[src/rtl/assert_macros.svh]
// Assertion helpers used by the RTL.
// Each macro expects clk and rst_n to be visible where it is used.
`ifndef ASSERT_MACROS_SVH
`define ASSERT_MACROS_SVH

// Same-cycle implication, checked outside reset.
`define QRS_ASSERT_NOW(label, ante, cons, msg) \
  label: assert property (@(posedge clk) disable iff (!rst_n) (ante) |-> (cons)) \
    else $error(msg);

// Next-cycle implication, checked outside reset.
`define QRS_ASSERT_NXT(label, ante, cons, msg) \
  label: assert property (@(posedge clk) disable iff (!rst_n) (ante) |=> (cons)) \
    else $error(msg);

`endif

[src/rtl/qrs_pkg.sv]
package qrs_pkg;

  // Field widths.
  localparam int COEF_W    = 16;
  localparam int OUT_W     = 32;
  localparam int DISC_W    = 40;
  // Magnitude of the discriminant always stays below 2^34.
  localparam int MAG_W     = 34;
  localparam int MAG_PAIRS = MAG_W / 2;

  localparam int ROOT_FRAC_BITS_DEF = 16;

  // Status codes.
  localparam logic [1:0] ST_REAL  = 2'd0;
  localparam logic [1:0] ST_CPLX  = 2'd1;
  localparam logic [1:0] ST_AZERO = 2'd2;

  typedef struct packed {
    logic signed [COEF_W-1:0] coef_a;
    logic signed [COEF_W-1:0] coef_b;
    logic signed [COEF_W-1:0] coef_c;
  } qrs_in_t;

  typedef struct packed {
    logic [1:0]               status;
    logic signed [OUT_W-1:0]  first_value;
    logic signed [OUT_W-1:0]  second_value;
    logic signed [DISC_W-1:0] discriminant;
  } qrs_out_t;

  // Per-word information that travels alongside the arithmetic.
  typedef struct packed {
    logic                     a_zero;
    logic                     cplx;
    logic                     neg1;
    logic                     neg2;
    logic signed [DISC_W-1:0] disc;
    logic signed [COEF_W-1:0] coef_a;
    logic signed [COEF_W-1:0] coef_b;
  } qrs_side_t;

endpackage

[src/rtl/qrs_sqrt_cell.sv]
module qrs_sqrt_cell #(
  parameter int ROOT_W = 33,
  parameter int REM_W  = 35
) (
  input  logic                      clk,
  input  logic                      rst_n,
  input  logic                      en,
  input  logic                      valid_i,
  input  qrs_pkg::qrs_side_t        side_i,
  input  logic [qrs_pkg::MAG_W-1:0] mag_i,
  input  logic [ROOT_W-1:0]         root_i,
  input  logic [REM_W-1:0]          rem_i,
  output logic                      valid_o,
  output qrs_pkg::qrs_side_t        side_o,
  output logic [qrs_pkg::MAG_W-1:0] mag_o,
  output logic [ROOT_W-1:0]         root_o,
  output logic [REM_W-1:0]          rem_o
);

  logic                      valid_r;
  qrs_pkg::qrs_side_t        side_r;
  logic [qrs_pkg::MAG_W-1:0] mag_r, mag_nxt;
  logic [ROOT_W-1:0]         root_r, root_nxt;
  logic [REM_W-1:0]          rem_r, rem_nxt;
  logic [REM_W+1:0]          rem_sh, trial, diff;
  logic                      fit;

  // One digit-by-digit square root step: bring down a pair, try 4*root+1.
  always_comb begin
    rem_sh   = {rem_i, mag_i[qrs_pkg::MAG_W-1 -: 2]};
    trial    = {{(REM_W-ROOT_W){1'b0}}, root_i, 2'b01};
    diff     = rem_sh - trial;
    fit      = (rem_sh >= trial);
    rem_nxt  = fit ? diff[REM_W-1:0] : rem_sh[REM_W-1:0];
    root_nxt = {root_i[ROOT_W-2:0], fit};
    mag_nxt  = {mag_i[qrs_pkg::MAG_W-3:0], 2'b00};
  end

  always_ff @(posedge clk) begin
    if (!rst_n) begin
      valid_r <= 1'b0;
    end else if (en) begin
      valid_r <= valid_i;
    end
  end

  always_ff @(posedge clk) begin
    if (en) begin
      side_r <= side_i;
      mag_r  <= mag_nxt;
      root_r <= root_nxt;
      rem_r  <= rem_nxt;
    end
  end

  assign valid_o = valid_r;
  assign side_o  = side_r;
  assign mag_o   = mag_r;
  assign root_o  = root_r;
  assign rem_o   = rem_r;

endmodule

[config.mk]
export PLATFORM = sky130hd
export DESIGN_NAME = qrs_sqrt_cell
export DESIGN_NICKNAME = d
export VERILOG_FILES = /design/src/rtl/assert_macros.svh /design/src/rtl/qrs_pkg.sv /design/src/rtl/qrs_sqrt_cell.sv
export SDC_FILE = /design/constraint.sdc
export NUM_CORES = 1
export LEC_CHECK = 0
export BUFFER_PORTS_ARGS = -buffer_cell sky130_fd_sc_hd__buf_2
export CAP_MARGIN = 15
export CORE_MARGIN = 4
export CORE_UTILIZATION = 25
export DETAILED_ROUTE_END_ITERATION = 10
export PLACE_DENSITY = 0.53
export RECOVER_POWER = 100
export SLEW_MARGIN = 10
export SYNTH_ARGS = -nofsm -noshare
export SYNTH_HDL_FRONTEND = slang
export SYNTH_SLANG_ARGS = --single-unit
[constraint.sdc]
create_clock -name clk -period 2.6 [get_ports clk]
set_input_delay 0.13 -clock clk [delete_from_list [all_inputs] [get_ports clk]]
set_output_delay 0.13 -clock clk [all_outputs]
set_load 0.05 [all_outputs]
==> impl_metrics.tcl <==
set metrics [dict create \
    status "completed" \
    nets 1378 \
    ios 361 \
    power.density_nw_per_um2 699 \
    holdPathStages 3 \
    start_util 0.256 \
    clockBufferDepth 2 \
    multi_input_area_um2 2220 \
    ys_types 48 \
    hp-class "input pin to register" \
    drive_gt1_frac 0.241 \
    hold_viol 0 \
    finalCritPeriodShare 0.977 \
    tritoncts "done" \
    synthArstFlopShare 0 \
    syn-instance-count 556 \
    ff2ff_path_depth 3 \
    drv_slew 0 \
    power.leakage_nw 5.11 \
    firstDrtPassIters 6 \
    drtIter0Drc 285 \
    yosys_warnings 0 \
    crit_required_ps 2780 \
    num_rows 63 \
    cts_num_sinks 177 \
    die_y_um 183 \
    tightest_slew_ps 1390 \
    drc 0 \
    fin_skew_ps 0 \
    grt_max_degree 58 \
    stdcell_count 1565 \
    die-area_um2 33600 \
    synth.area.top_cells "edfxtp_1 69%, ha_1 5.7%, nand2_1 2.9%, a21oi_1 2.4%, inv_1 2.1%" \
    cts_root_buf "clkbuf_16" \
    routabilityCongestion 0.806 \
    maxCapViolations 0 \
    htree_levels 4 \
    synth.avg_cell_area_um2 13.8 \
    clock_latency_ps 430 \
    yosysTopAreaCell "edfxtp_1" \
    ys_top_cells_by_count "176 x edfxtp_1, 59 x nand2_1, 43 x inv_1" \
    first_global_vias 7109 \
    fillers 2943 \
    seq_area_um2 5310 \
    worst-setup-path-type "input pin to register" \
    holdWs_ps 23.5 \
    synth_edf_count 176 \
    core_um2 30000 \
    post-dp-hpwl_um 20900 \
    end_kind "register" \
    ant_nets 0 \
    io_buffers 358 \
    vias 6626 \
    grt_use_total 0.163 \
    grt_remaining_overflow 0 \
    syn_area_um2 7680 \
    yosysSeqAreaShare 0.691 \
    path_clk_slew_ps 70 \
    cts_buffers 17 \
    timing.fmax_ghz 0.394 \
    slew_headroom 0.0705 \
    peakVddDrop_uv 433 \
    reg2reg_slack_ps 1440 \
    layout_min_cycle_time_ps 2540 \
    yosysMostFrequentCell "edfxtp_1" \
    yosysTopAreaCellShare 0.689 \
    synth-seq-cells 177 \
    die_w_um 183 \
    start_kind "input pin" \
    wire_per_inst_um 18.0 \
    grt_pass1_wl_um 41400 \
    crit_arrival_ps 2720 \
    wl_um 28100 \
    antenna_found_initial 2 \
    setup_violations 0 \
    dp.cells 1365 \
    path_max_fanout 20 \
    area_growth_pct 64.0 \
    viasPerCell 4.23 \
    dominantRegCellSynth "edfxtp_1" \
]
[where the power goes]
part           leakage [nW]  switching (mW)  internal [mW]  total (mW)
Clock                 0.306            1.24           1.55        2.79
Sequential             1.73          0.0763           3.48        3.55
Combinational          3.07            1.72          0.752        2.47
Total                  5.11            3.03           5.78        8.81
[worst max-delay path: stages]
cell           delay (ps)
dlygate4sd3_1         530
buf_2                 130
ha_1                  290
a21o_1                190
a21o_1                180
a21oi_1               190
nor2_1                 60
nor3_1                140
buf_4                 150
a211oi_2               90
o211ai_4              320
buf_8                 210
o21ai_1               110
[area by class of cell]
type                            instances  area share
Sequential cell                       177       0.421
Clock buffer                           17      0.0338
Multi-Input combinational cell        323       0.176
Inverter                               43      0.0128
Timing Repair Buffer                  599       0.301
Antenna cell                            2    0.000397
Tap cell                              390      0.0388
Clock inverter                         14      0.0155
[sequential cells by signal, indices dropped and copies added (netlist names)]
signal	count
valid_o	1
mag_o	32
root_o	33
side_o	76
rem_o	35
[layer usage]
metal | GRT usage | up-vias | share of wire
li1 | - | 3271 | -
met1 | 0.181 | 3097 | 0.39
met2 | 0.282 | 222 | 0.50
met3 | 0.0587 | 36 | 0.079
met4 | 0.0745 | 0 | 0.035
met5 | 0 | - | 0
[path summary, 6_finish.rpt]
kind	from	endpoint
setup / recovery	rem_i[16]	rem_o[10]$_DFFE_PP_
hold / removal	rem_i[14]	rem_o[16]$_DFFE_PP_
setup reg to reg	valid_o$_SDFFE_PN0P_	valid_o$_SDFFE_PN0P_
hold reg to reg	valid_o$_SDFFE_PN0P_	valid_o$_SDFFE_PN0P_
[placed cells by master, fill, tap and decap left out, drive strengths merged, types with 4 or more instances in the layout]
cell type / Yosys / final
a21o: 19 / 19
a21oi: 37 / 37
and3: 4 / 4
buf: 8 / 230
clkbuf: 6 / 220
clkinv: 0 / 4
dlygate4sd3: 0 / 166
edfxtp: 176 / 176
ha: 35 / 35
inv: 43 / 50
nand2: 59 / 59
nand3: 8 / 8
nand4: 5 / 5
nor2: 21 / 21
nor3: 5 / 5
o211ai: 7 / 7
o21a: 4 / 4
o21ai: 43 / 43
o21bai: 6 / 6
o31ai: 4 / 4
xnor2: 16 / 16
xor2: 17 / 17
[kinds of logic after synthesis]
| family | after synthesis | share of synthesized area |
|---|---|---|
| DFF | 177 | 0.691 |
| AOI/OAI and AO/OA | 136 | 0.111 |
| and+or+nand+nor | 114 | 0.0652 |
| buffers and inverters | 57 | 0.0331 |
| adders and majority gates | 35 | 0.0570 |
| xor gates and xnor gates | 33 | 0.0377 |
| muxes | 3 | 0.00456 |
| other | 1 | 0.000489 |
[per-stage QoR]
step | power (mW) | instance area, um^2 | worst slack (ps) | utilization | TNS, ps
final | 8.81 | 12600 | 60.5 | 0.420 | 0
after global routing | 9.19 | 12600 | -18.1 | 0.420 | -58.0
after CTS | 8.97 | 12800 | 10.0 | 0.427 | 0
after detailed placement | 5.94 | 10500 | -366 | 0.351 | -11990
after global placement | 5.92 | 10500 | -218 | 0.351 | -7020
after floorplan | 5.14 | 7740 | 29.6 | - | 0
[repair_timing]
action,CTS,global route
resized for setup,0,19
hold endpoints to repair,165,0
setup buffers,0,1
endpoints found under the setup margin,0,35
hold buffers,166,0
(Power assumes the default switching activity.)
