$ cat src/rtl/assert_macros.svh
// Assertion helpers used by the RTL.
// Each macro expects clk and rst_n to be visible where it is used.
`ifndef ASSERT_MACROS_SVH
`define ASSERT_MACROS_SVH

// Same-cycle implication, checked outside reset.
`define QRS_ASSERT_NOW(label, ante, cons, msg) \
  label: assert property (@(posedge clk) disable iff (!rst_n) (ante) |-> (cons)) \
    else $error(msg);

// Next-cycle implication, checked outside reset.
`define QRS_ASSERT_NXT(label, ante, cons, msg) \
  label: assert property (@(posedge clk) disable iff (!rst_n) (ante) |=> (cons)) \
    else $error(msg);

`endif

$ cat src/rtl/qrs_pkg.sv
package qrs_pkg;

  // Field widths.
  localparam int COEF_W    = 16;
  localparam int OUT_W     = 32;
  localparam int DISC_W    = 40;
  // Magnitude of the discriminant always stays below 2^34.
  localparam int MAG_W     = 34;
  localparam int MAG_PAIRS = MAG_W / 2;

  localparam int ROOT_FRAC_BITS_DEF = 16;

  // Status codes.
  localparam logic [1:0] ST_REAL  = 2'd0;
  localparam logic [1:0] ST_CPLX  = 2'd1;
  localparam logic [1:0] ST_AZERO = 2'd2;

  typedef struct packed {
    logic signed [COEF_W-1:0] coef_a;
    logic signed [COEF_W-1:0] coef_b;
    logic signed [COEF_W-1:0] coef_c;
  } qrs_in_t;

  typedef struct packed {
    logic [1:0]               status;
    logic signed [OUT_W-1:0]  first_value;
    logic signed [OUT_W-1:0]  second_value;
    logic signed [DISC_W-1:0] discriminant;
  } qrs_out_t;

  // Per-word information that travels alongside the arithmetic.
  typedef struct packed {
    logic                     a_zero;
    logic                     cplx;
    logic                     neg1;
    logic                     neg2;
    logic signed [DISC_W-1:0] disc;
    logic signed [COEF_W-1:0] coef_a;
    logic signed [COEF_W-1:0] coef_b;
  } qrs_side_t;

endpackage

$ cat src/rtl/qrs_div_cell.sv
module qrs_div_cell #(
  parameter int NUM_W = 34,
  parameter int DEN_W = 17
) (
  input  logic               clk,
  input  logic               rst_n,
  input  logic               en,
  input  logic               valid_i,
  input  qrs_pkg::qrs_side_t side_i,
  input  logic [DEN_W-1:0]   den_i,
  input  logic [NUM_W-1:0]   num1_i,
  input  logic [NUM_W-1:0]   num2_i,
  input  logic [DEN_W-1:0]   rem1_i,
  input  logic [DEN_W-1:0]   rem2_i,
  output logic               valid_o,
  output qrs_pkg::qrs_side_t side_o,
  output logic [DEN_W-1:0]   den_o,
  output logic [NUM_W-1:0]   num1_o,
  output logic [NUM_W-1:0]   num2_o,
  output logic [DEN_W-1:0]   rem1_o,
  output logic [DEN_W-1:0]   rem2_o
);

  logic               valid_r;
  qrs_pkg::qrs_side_t side_r;
  logic [DEN_W-1:0]   den_r;
  logic [NUM_W-1:0]   num1_r, num2_r, num1_nxt, num2_nxt;
  logic [DEN_W-1:0]   rem1_r, rem2_r, rem1_nxt, rem2_nxt;
  logic [DEN_W:0]     rsh1, rsh2, dif1, dif2, den_x;
  logic               fit1, fit2;

  // One restoring division step for each of the two numerators.
  // The numerator shifts out at the top while quotient bits enter below.
  always_comb begin
    den_x    = {1'b0, den_i};
    rsh1     = {rem1_i, num1_i[NUM_W-1]};
    rsh2     = {rem2_i, num2_i[NUM_W-1]};
    dif1     = rsh1 - den_x;
    dif2     = rsh2 - den_x;
    fit1     = (rsh1 >= den_x);
    fit2     = (rsh2 >= den_x);
    rem1_nxt = fit1 ? dif1[DEN_W-1:0] : rsh1[DEN_W-1:0];
    rem2_nxt = fit2 ? dif2[DEN_W-1:0] : rsh2[DEN_W-1:0];
    num1_nxt = {num1_i[NUM_W-2:0], fit1};
    num2_nxt = {num2_i[NUM_W-2:0], fit2};
  end

  always_ff @(posedge clk) begin
    if (!rst_n) begin
      valid_r <= 1'b0;
    end else if (en) begin
      valid_r <= valid_i;
    end
  end

  always_ff @(posedge clk) begin
    if (en) begin
      side_r <= side_i;
      den_r  <= den_i;
      num1_r <= num1_nxt;
      num2_r <= num2_nxt;
      rem1_r <= rem1_nxt;
      rem2_r <= rem2_nxt;
    end
  end

  assign valid_o = valid_r;
  assign side_o  = side_r;
  assign den_o   = den_r;
  assign num1_o  = num1_r;
  assign num2_o  = num2_r;
  assign rem1_o  = rem1_r;
  assign rem2_o  = rem2_r;

endmodule

$ cat config.mk
export PLATFORM = sky130hd
export DESIGN_NAME = qrs_div_cell
export DESIGN_NICKNAME = d
export VERILOG_FILES = /design/src/rtl/assert_macros.svh /design/src/rtl/qrs_pkg.sv /design/src/rtl/qrs_div_cell.sv
export SDC_FILE = /design/constraint.sdc
export NUM_CORES = 1
export LEC_CHECK = 0
export BUFFER_PORTS_ARGS = -buffer_cell sky130_fd_sc_hd__buf_2
export CAP_MARGIN = 20
export CORE_AREA = 2 2 151 190
export CTS_CLUSTER_DIAMETER = 60
export DETAILED_ROUTE_END_ITERATION = 10
export DIE_AREA = 0 0 153 192
export GPL_TIMING_DRIVEN = 0
export RECOVER_POWER = 50
export SYNTH_ARGS = -nofsm -noshare
export SYNTH_HDL_FRONTEND = slang
export SYNTH_SLANG_ARGS = --single-unit
$ cat constraint.sdc
create_clock -name clk -period 2.8 [get_ports clk]
set_input_delay 0.42 -clock clk [delete_from_list [all_inputs] [get_ports clk]]
set_output_delay 0.42 -clock clk [all_outputs]
set_load 0.01 [all_outputs]
==> implementation parameters <==
Parameter                              Value

Place
  Count of buffers inserted at the top-level ports    394
  Placement-stage worst setup slack    -0.335 ns
  DP HPWL    20200 um
  Weighted congestion reported at the end of routability-driven placement    0.837
  Instance count after placement with tap cells included    1261

Drt
  Total routed wirelength    25800 um
  Drt initial violations    221
  Number of DRC violations after detailed routing    0
  Per-cell via count in the routed design    4.60
  Count of vias placed by the detailed router    5953
  Number of nets with antenna violations after routing    0
  Number of iterations in the first detailed-routing pass    4
  Avg WL per Cell    19.9 um

CTS
  Number of buffers inserted during clock tree synthesis    17
  Clock buffer depth    2
  Root cell of the clock tree    clkbuf_16
  Clock latency on the worst-skew pair    0.43 ns
  Clock transition at the registers of the reported paths    0.08 ns
  Post-CTS Setup Inserts    0
  Number of H-tree branching levels    4
  Clock tree from TritonCTS    done
  Number of sinks on the clock net    196

Flow run
  Max Cap Violations    1

Synth
  Biggest area contributors in the synthesized netlist    edfxtp_1 (72%), ha_1 (5.2%), mux2_2 (2.3%), xnor2_1 (1.7%), a21oi_1 (1.6%)
  Average size of a mapped cell    15.8 sq um
  Synthesis warning total    0
  List of most frequent post-synthesis cells    edfxtp_1 (195), ha_1 (34), nand2_1 (34)
  Post-synth top area cell    edfxtp_1
  Leading cell type by number of instances after synthesis    edfxtp_1
  Count of state elements after synthesis    196
  Number of flops mapped to enable cells by yosys    195
  Sequential fraction of the synthesis area    71.9%
  Gate Count Post-Synth    516
  Yosys top cell area share    71.7%
  Commonest register cell after synthesis    edfxtp_1
  Synthesized net count    751
  Async set-or-reset flop fraction in the synthesized netlist    0%
  Yosys cell types    61
  Mapped Area    8170 sq um

Global route
  Final global-route overflow total    0
  Wire length of the first global-routing pass    36200 um
  Most Crowded Layer GR    met2
  Routing usage on met3    7.65%
  Maximum number of pins on one net before global-route repair    103
  Met2 global-route usage    28.5%
  Via count of the first global-routing pass    5864
  Routing usage on met1    19.0%
  Number of antenna violations at the first check in global routing    3
  Overall fraction of global-route tracks in use    16.8%

Worst setup path
  Capturing element type of the critical path    flip-flop
  CP most frequent cell    buf_6
  CP Max Fanout    10
  Reg-to-reg endpoint    valid_o
  Cells on worst reg2reg path    2
  Critical path's largest stage delay    0.34 ns
  Worst Path Class, Setup    input pin to flip-flop
  Startpoint type of the worst setup path    input pin
  Arrival @ worst endpoint    2.82 ns
  Crit-path slowest cell    ha_1
  Cell breakdown of the critical path    clkbuf_1 -> inv_1 -> ha_1 -> buf_6 -> a211o_1 -> o221a_2 -> o31a_1 -> o21ai_4 -> inv_2 -> buf_6 -> mux2_4
  Data required, critical path    2.99 ns
  Worst R2R Start    valid_o
  Setup slack of the most critical reg-to-reg path    2.18 ns

Timing
  Setup slack after layout    0.167 ns
  Setup violators final    0
  Minimum clock period after layout    2.63 ns
  Max Slew Vio Count    95
  Max-Slew Margin vs Limit    -50.0%
  Unrepaired setup endpoints after global routing    false
  Achievable clock frequency    380 MHz
  Ratio of final minimum period to clock period    94.0%
  Slew of the pin with the lowest slew margin    2.25 ns
  Count of final hold-check violations    0
  Clock Skews    0 ns

Die
  Die extent in x    153 um
  Die Ht    192 um
  Num ports    395
  Cell Rows    68
  Die area    29400 sq um
  CORE AREA    27500 sq um
  Effective utilization at floorplan    29.7%

Status
  Run status    finished with violations
  Violations in the final reports    capacitance limit, slew limit

Power
  Maximum vdd ir drop    0.359 mV
  Pwr dens    660 nW/um^2
  Leak pwr    4.74 nW

Layout
  Share of post-route cells with drive strength above 1    45.0%
  Util after Layout    40.6%
  Cell Count, Final, Fillers Out    1294
  Final layout net count    1165
  Synth-to-layout area growth    36.7%

Hold path
  Worst hold path depth    1
  Class of the most critical hold timing path    input pin to flip-flop
  Min-Delay Endpoint    num2_o[11]
  Hold Startpoint    num2_i[10]
## routing by layer
metal	part of all wire, %	wire length, um	vias to the layer above
li1	-	-	2826
met3	9.8	2520	24
met4	1.5	380	4
met2	50	12900	256
met5	0.12	32	-
met1	39	9970	2843
## critical path: cells and delay by family
kind	cells	cell delay, ns
buf+inv	5	0.73
mux	1	0.30
fa+ha+maj	1	0.34
compound gates	4	1.03
## stage by stage
stage | TNS (ns) | total power, mW | hold WS [ns] | instance area [sq um]
after detailed placement | -6.94 | 4.96 | 0.541 | 10600
after global routing | 0 | 7.70 | 0.116 | 11200
final | 0 | 7.36 | 0.150 | 11200
after floorplan | 0 | 4.32 | 0.519 | 8170
after CTS | 0 | 7.50 | 0.117 | 11200
after global placement | -265.76 | 4.96 | 0.499 | 10600
## cell usage in the layout, fill, tap and decap left out, drive strengths merged, types with 2 or more instances in the layout
master   count
nor2b        4
and3         2
nand3       13
and2         5
and4         4
xnor2       16
xor2         3
nor3b        3
inv         34
or2          3
nor2        16
clkbuf      64
o21bai       2
a31oi        3
buf        359
a2111oi      3
ha          34
a21o        15
clkinv       8
o21a        10
a21oi       26
o31ai        6
edfxtp     195
o21ai       21
mux2        21
a211oi       4
a311oi       2
nor3         3
fa           2
o31a         2
o211ai       3
nand2       34
nand4        2
## cell families (layout without fill, tap and decap cells)
kind of cell / Yosys count / in the layout / synth area share [%]
flops: 196 / 196 / 71.9
other cells: 0 / 1 / 0
xor+xnor: 19 / 19 / 2.04
simple gates: 93 / 93 / 5.55
mux: 22 / 22 / 3.20
compound gates: 112 / 112 / 9.48
buf+inv: 38 / 465 / 2.10
fa+ha+maj: 36 / 36 / 5.70
## worst max path at each step
stage / end / start / slack [ns]
6_report: rem2_o[12] / den_i[9] / 0.17
5_1_grt: rem1_o[6] / den_i[4] / 0.02
4_1_cts: rem1_o[6] / den_i[0] / 0.14
3_5_place_dp: rem1_o[11] / den_i[0] / -0.33
3_3_place_gp: valid_o / en / -1.40
2_1_floorplan: rem2_o[12] / num2_i[33] / 0.16
## sequential cells by signal, summed over array words and instances, names as in the netlist
| name | count |
|---|---|
| valid_o | 1 |
| rem1_o | 17 |
| num2_o | 34 |
| den_o | 17 |
| rem2_o | 17 |
| num1_o | 34 |
| side_o | 76 |
## cell type report
type                            count  area [sq um]
Tap cell                          350           438
Clock inverter                     15           181
Timing Repair Buffer              395          1940
Sequential cell                   196          5880
Antenna cell                        1          2.50
Multi-Input combinational cell    282          2120
Fill cell                        2645         16300
Clock buffer                       17           425
Buffer                             11          70.1
Inverter                           27           101
## report_power, final
| part | internal (mW) | total (mW) | switching [mW] |
|---|---|---|---|
| logic | 0.532 | 1.25 | 0.720 |
| registers | 3.55 | 3.62 | 0.0677 |
| clock network | 1.22 | 2.49 | 1.28 |
## timing repair
action,in CTS,in global routing
gates resized for setup,0,1
endpoints found under the setup margin,0,1
hold buffers,0,0
Note: power is estimated with default switching activity, not from simulation.
